## config.mk

```make
export PLATFORM = sky130hd
export DESIGN_NAME = seven_segment_number_scanner_unit
export DESIGN_NICKNAME = d
export VERILOG_FILES = /design/src/hdl/sssn_pkg.sv /design/src/hdl/sssn_cell.sv /design/src/hdl/seven_segment_number_scanner_unit.sv
export SDC_FILE = /design/constraint.sdc
export NUM_CORES = 1
export LEC_CHECK = 0
export BUFFER_PORTS_ARGS = -buffer_cell sky130_fd_sc_hd__buf_2
export CAP_MARGIN = 25
export CORE_MARGIN = 2
export CORE_UTILIZATION = 40
export DETAILED_ROUTE_END_ITERATION = 7
export SYNTH_ARGS = -nofsm -noshare
export SYNTH_HDL_FRONTEND = slang
export SYNTH_HIERARCHICAL = 1
export SYNTH_SLANG_ARGS = --single-unit
```

## constraint.sdc

```tcl
create_clock -name clk -period 9.5 [get_ports clk]
set_input_delay 0.475 -clock clk [delete_from_list [all_inputs] [get_ports clk]]
set_output_delay 0.475 -clock clk [all_outputs]
set_load 0.02 [all_outputs]
```

## src/hdl/sssn_pkg.sv

```systemverilog
// shared types, constants and segment decode for the seven-segment scanner
// no dependencies
package sssn_pkg;

  localparam int DIGIT_COUNT_DEF = 8;
  localparam int VALUE_W         = 32;
  localparam int SEG_W           = 8;
  localparam int BCD_W           = 4;
  localparam int CNT_W           = $clog2(VALUE_W);

  typedef enum logic [1:0] {
    ST_IDLE,
    ST_CONV,
    ST_LATCH
  } state_t;

  // control broadcast to every digit cell
  typedef struct packed {
    logic clear;
    logic shift;
    logic latch;
  } cell_ctrl_t;

  function automatic logic [SEG_W-1:0] seg_code(input logic [BCD_W-1:0] d);
    logic [SEG_W-1:0] s;
    case (d)
      4'd0: s = 8'h3F;
      4'd1: s = 8'h06;
      4'd2: s = 8'h5B;
      4'd3: s = 8'h4F;
      4'd4: s = 8'h66;
      4'd5: s = 8'h6D;
      4'd6: s = 8'h7D;
      4'd7: s = 8'h07;
      4'd8: s = 8'h7F;
      4'd9: s = 8'h6F;
      default: s = '0;
    endcase
    return s;
  endfunction

endpackage

```

## src/hdl/sssn_cell.sv

```systemverilog
// one display position: a bcd digit with shift-add-3 step and its segment store
// depends on sssn_pkg
module sssn_cell (
  input  logic                              clk,
  input  logic                              rst_n,
  input  sssn_pkg::cell_ctrl_t              ctrl,
  input  logic                              bit_in,
  output logic                              bit_out,
  input  logic                              lit_in,
  output logic                              lit_out,
  input  logic                              force_lit,
  output logic [sssn_pkg::SEG_W-1:0]        seg
);
  import sssn_pkg::*;

  logic [BCD_W-1:0] digit_r;
  logic [BCD_W-1:0] adj;
  logic [BCD_W-1:0] digit_nxt;
  logic [SEG_W-1:0] seg_r;
  logic [SEG_W-1:0] seg_nxt;

  // add 3 when the digit would overflow on doubling
  assign adj       = (digit_r >= 4'd5) ? digit_r + 4'd3 : digit_r;
  assign digit_nxt = {adj[BCD_W-2:0], bit_in};
  assign bit_out   = adj[BCD_W-1];

  // lit once any digit at or left of here is nonzero
  assign lit_out = lit_in | (digit_r != '0);
  assign seg_nxt = (lit_out | force_lit) ? seg_code(digit_r) : '0;
  assign seg     = seg_r;

  always_ff @(posedge clk) begin
    if (ctrl.clear) begin
      digit_r <= '0;
    end else if (ctrl.shift) begin
      digit_r <= digit_nxt;
    end
  end

  always_ff @(posedge clk) begin
    if (!rst_n) begin
      seg_r <= '0;
    end else if (ctrl.latch) begin
      seg_r <= seg_nxt;
    end
  end

endmodule

```

## src/hdl/seven_segment_number_scanner_unit.sv

```systemverilog
// top level of the multiplexed seven-segment display driver
// depends on sssn_pkg and sssn_cell
//
// Usage: drive in_func/in_value with start; a transfer happens at a clock edge
// where start is high and busy is low.
// Load (in_func = 1): in_value is converted to decimal in a row of digit cells
// by shift-add-3, one input bit per cycle. busy stays high through the 32
// conversion steps in the cell row and the state that latches segment
// codes, then the display store holds the low DIGIT_COUNT digits right
// aligned with leading positions blank. A load gives no result.
// Scan (in_func = 0): in the cycle after, out_valid pulses for one cycle with
// out_digit_select and out_segments of the current position, which then
// advances and wraps. Scans may be issued every cycle while busy is low.
// The receiver cannot stall: each result is there for exactly one cycle.
// Reset (rst_n low, synchronous) blanks the store, zeroes the scan position
// and returns to idle.
module seven_segment_number_scanner_unit #(
  parameter int DIGIT_COUNT = sssn_pkg::DIGIT_COUNT_DEF
) (
  input  logic                          clk,
  input  logic                          rst_n,
  input  logic                          start,
  output logic                          busy,
  input  logic                          in_func,
  input  logic [sssn_pkg::VALUE_W-1:0]  in_value,
  output logic                          out_valid,
  output logic [2:0]                    out_digit_select,
  output logic [sssn_pkg::SEG_W-1:0]    out_segments
);
  import sssn_pkg::*;

  localparam int POS_W = (DIGIT_COUNT > 1) ? $clog2(DIGIT_COUNT) : 1;

  state_t             state_r;
  state_t             state_nxt;
  cell_ctrl_t         ctrl;
  logic [CNT_W-1:0]   cnt_r;
  logic [VALUE_W-1:0] value_r;
  logic               overflow_r;
  logic [POS_W-1:0]   scan_pos_r;
  logic [POS_W+2:0]   pos_ext;
  logic               out_valid_r;
  logic [2:0]         out_sel_r;
  logic [SEG_W-1:0]   out_seg_r;
  logic               accept;
  logic               load_go;
  logic               scan_go;

  logic               bit_w [DIGIT_COUNT];
  logic               lit_w [DIGIT_COUNT];
  logic [SEG_W-1:0]   seg_w [DIGIT_COUNT];

  assign busy    = (state_r != ST_IDLE);
  assign accept  = start & ~busy;
  assign load_go = accept & in_func;
  assign scan_go = accept & ~in_func;

  always_ff @(posedge clk) begin
    if (!rst_n) begin
      state_r <= ST_IDLE;
    end else begin
      state_r <= state_nxt;
    end
  end

  always_comb begin
    state_nxt  = state_r;
    ctrl.clear = 1'b0;
    ctrl.shift = 1'b0;
    ctrl.latch = 1'b0;
    case (state_r)
      ST_IDLE: begin
        ctrl.clear = load_go;
        if (load_go) begin
          state_nxt = ST_CONV;
        end
      end
      ST_CONV: begin
        ctrl.shift = 1'b1;
        if (cnt_r == CNT_W'(VALUE_W - 1)) begin
          state_nxt = ST_LATCH;
        end
      end
      ST_LATCH: begin
        ctrl.latch = 1'b1;
        state_nxt  = ST_IDLE;
      end
      default: state_nxt = ST_IDLE;
    endcase
  end

  // bit counter, input shift register and carry-out of the top digit
  always_ff @(posedge clk) begin
    if (load_go) begin
      cnt_r      <= '0;
      value_r    <= in_value;
      overflow_r <= 1'b0;
    end else if (ctrl.shift) begin
      cnt_r      <= cnt_r + 1'b1;
      value_r    <= {value_r[VALUE_W-2:0], 1'b0};
      overflow_r <= overflow_r | bit_w[0];
    end
  end

  // cell 0 is leftmost; bits enter at the right and carry leftward,
  // the lit flag runs rightward
  for (genvar p = 0; p < DIGIT_COUNT; p++) begin : g_cell
    logic b_in;
    logic l_in;
    if (p == DIGIT_COUNT - 1) begin : g_right
      assign b_in = value_r[VALUE_W-1];
    end else begin : g_mid
      assign b_in = bit_w[p+1];
    end
    if (p == 0) begin : g_left
      assign l_in = overflow_r;
    end else begin : g_inner
      assign l_in = lit_w[p-1];
    end
    sssn_cell u_cell (
      .clk       (clk),
      .rst_n     (rst_n),
      .ctrl      (ctrl),
      .bit_in    (b_in),
      .bit_out   (bit_w[p]),
      .lit_in    (l_in),
      .lit_out   (lit_w[p]),
      .force_lit (p == DIGIT_COUNT - 1),
      .seg       (seg_w[p])
    );
  end

  always_ff @(posedge clk) begin
    if (!rst_n) begin
      scan_pos_r <= '0;
    end else if (scan_go) begin
      if (scan_pos_r == POS_W'(DIGIT_COUNT - 1)) begin
        scan_pos_r <= '0;
      end else begin
        scan_pos_r <= scan_pos_r + 1'b1;
      end
    end
  end

  assign pos_ext = {3'b000, scan_pos_r};

  always_ff @(posedge clk) begin
    if (!rst_n) begin
      out_valid_r <= 1'b0;
    end else begin
      out_valid_r <= scan_go;
    end
  end

  always_ff @(posedge clk) begin
    if (scan_go) begin
      out_sel_r <= pos_ext[2:0];
      out_seg_r <= seg_w[scan_pos_r];
    end
  end

  assign out_valid        = out_valid_r;
  assign out_digit_select = out_sel_r;
  assign out_segments     = out_seg_r;

endmodule

```

==> metrics.yaml <==
die_w_um: 168.1
fin_util_pct: 43.82
setup_viol: 0
clk_latency_ns: 0.44
p_leak_uw: 0.004771
place_area_um2: 11130
slowest_delay_ns: 0.57
path_cells: "inv_1 -> ha_1 -> or4b_1 -> or4b_1 -> or4b_1 -> or4b_1 -> or4b_1 -> or4b_1 -> or4b_1 -> o21a_1 -> a21oi_1 -> nor2b_1"
netlist_area_um2: 10770
path_clk_slew_ns: 0.08
worst-r2r-cell-count: 12
min_from: "in_value[0]"
cp_top_family: "simple AND/OR/NAND/NOR gates"
rsz0062_at_grt: "no"
synth_seq_area_share_pct: 41.00
gp_congestion: 0.7646
power_density_nw_per_um2: 172.9
cp-end-kind: "register"
ys_async_sr_fraction_pct: 0
pin_count: 49
antenna_cells: 0
num_rows: 60
fin_crit_sh_pct: 51.65
cap_viol_max_count: 0
ys_types: 87
design_area_um2: 11710
wl_per_cell_um: 14.83
cp.arrival_ns: 5.24
crit_type: "reg -> reg"
clock_path_buffers: 2
drive_above_1_share_pct: 16.43
io_buffers: 48
die-area_um2: 28240
cts_buffers: 17
area_growth_pct: 8.763
final_max_slew_viol_count: 0
max_freq_ghz: 0.2038
rr_startpoint: "g_cell[0].u_cell/digit_r[1]$_SDFFE_PP0P_"
worstSetupStartpointType: "register"
skew_ns: 0.01417
max-slew-margin-rel_pct: 35.72
core_area_um2: 26730
hold_viol: 0
critical_path_buf_inv_count: 1
cp.required_ns: 9.83
ant_nets: 0
grt_usage_pct: 15.28
cts_sinks: 199
grt_first_pass_wirelength_mm: 35.07
hold_end: "value_r[0]$_SDFFCE_PN0P_"
status: "complete, no violations"
hold_class: "in -> reg"
vias_per_cell: 5.122
cts_setup_buffers: 0
crit_fanout: 7
holdPathStages: 2
synth-edff-count: 43
nets: 1176
cts_resized: 0
mostFrequentLayoutCells: "dfxtp_1 (156), nor2b_1 (124), a21oi_1 (88), ha_1 (76), inv_1 (62)"
htreeDepth: 4
grt_overflow_total: 0
root_buffer: "clkbuf_16"
r2r-end: "g_cell[6].u_cell/seg[3]$_SDFFE_PN0P_"
syn_inst: 1039
grt_antenna_before_repair: 0
die_h_um: 168.1
cp_slowest_cell: "or4b_1"
regToRegSetupSlack_ns: 4.59
ys_ff_latch: 199
startpoint: "g_cell[0].u_cell/digit_r[1]$_SDFFE_PP0P_"
wirelength_mm: 21.03
start_util_pct: 40.29
whs_ns: 0.3106
fin_cells: 1418
placedCellCount: 1386
drt_pass1_iterations: 5
vias: 7263
route.detailed.drc: 0
grt_pass1_vias: 6890
synth_ff_type: "dfxtp_1"
dpl.hpwl_mm: 14.27
timing.setup.tns_ns: 0
max_slew.worst_pin.slew_ns: 0.9641
crit_path_frequent_cell: "or4b_1"
vdd_drop_max_mv: 0.1136
yosys_warnings: 6
cts_hold_buf: 0
period_needed_ns: 4.906
final_common_cell: "dfxtp_1"
drtIter0Drc: 339
cts_tree: "done"
grt_max_degree: 70
avgSynthCellArea_um2: 10.36
## per-layer routing
metal	global-route usage, %	share of wire [%]	vias to the layer above
met2	24.33	45	118
li1	-	-	3676
met4	3.486	0.87	0
met1	21.10	50	3456
met3	3.691	3.8	13
met5	0	0	-
## Yosys cell counts (21+ instances only)
cell type | n | share of area [%]
mux2_2 | 32 | 3.3
nand2_1 | 23 | 0.80
edfxtp_1 | 43 | 12
o21a_1 | 21 | 1.5
ha_1 | 76 | 8.8
nor2b_1 | 126 | 7.3
a21o_1 | 21 | 1.5
inv_1 | 62 | 2.2
dfxtp_1 | 156 | 29
mux2i_1 | 28 | 2.6
o21ai_0 | 29 | 1.3
a21oi_1 | 88 | 4.1
nor2_1 | 45 | 1.6
## worst register-to-register path: cells and delay by family (launching register included)
family / cells / cell delay, ns
and+or+nand+nor: 8 / 3.73
AOI/OAI and AO/OA: 2 / 0.45
DFF: 1 / 0.35
adders and majority gates: 1 / 0.15
buffers and inverters: 1 / 0.13
## area by class of cell
type | count | area, um^2
repair buffers | 54 | 289.0
flip-flops and latches | 199 | 4414
multi-input cells | 728 | 5756
clock buffers | 17 | 425.4
inverters | 64 | 242.7
clock inverters | 15 | 156.4
well taps | 341 | 426.7
fillers | 2541 | 15020
## kinds of logic (layout without fill, tap and decap cells)
group | after synthesis | count (layout) | share of synthesized area (%)
AND/OR/NAND/NOR | 325 | 325 | 18.64
other | 10 | 16 | 0.3487
AO/OA/AOI/OAI | 225 | 225 | 14.29
flip-flops | 199 | 199 | 41.00
multiplexers | 84 | 84 | 10.69
adder cells (fa/ha/maj) | 76 | 76 | 8.832
buffers and inverters | 118 | 150 | 6.031
XOR/XNOR | 2 | 2 | 0.1627
## metrics by stage
stage	setup WS (ns)	total power (uW)
after CTS	4.550	2053
after global routing	4.310	2132
after floorplan	5.061	1271
after global placement	4.691	1327
after detailed placement	4.576	1333
final	4.594	2025
## where the power goes
part	leakage [uW]	switching, uW	internal (uW)
Combinational	0.00281	176	145
Clock	0.000280	362	353
Sequential	0.00168	43.6	945
Total	0.00477	581	1440
## worst max-delay path by stage
stage / slack (ns) / cells after the start / end
2_1_floorplan: 5.06 / 12 / g_cell[6].u_cell/seg[0]$_SDFFE_PN0P_
3_5_place_dp: 4.58 / 12 / g_cell[6].u_cell/seg[3]$_SDFFE_PN0P_
4_1_cts: 4.55 / 12 / g_cell[6].u_cell/seg[1]$_SDFFE_PN0P_
5_1_grt: 4.31 / 12 / g_cell[6].u_cell/seg[1]$_SDFFE_PN0P_
3_3_place_gp: 4.69 / 12 / g_cell[6].u_cell/seg[0]$_SDFFE_PN0P_
6_report: 4.59 / 12 / g_cell[6].u_cell/seg[3]$_SDFFE_PN0P_
Note: power is estimated with default switching activity, not from simulation.
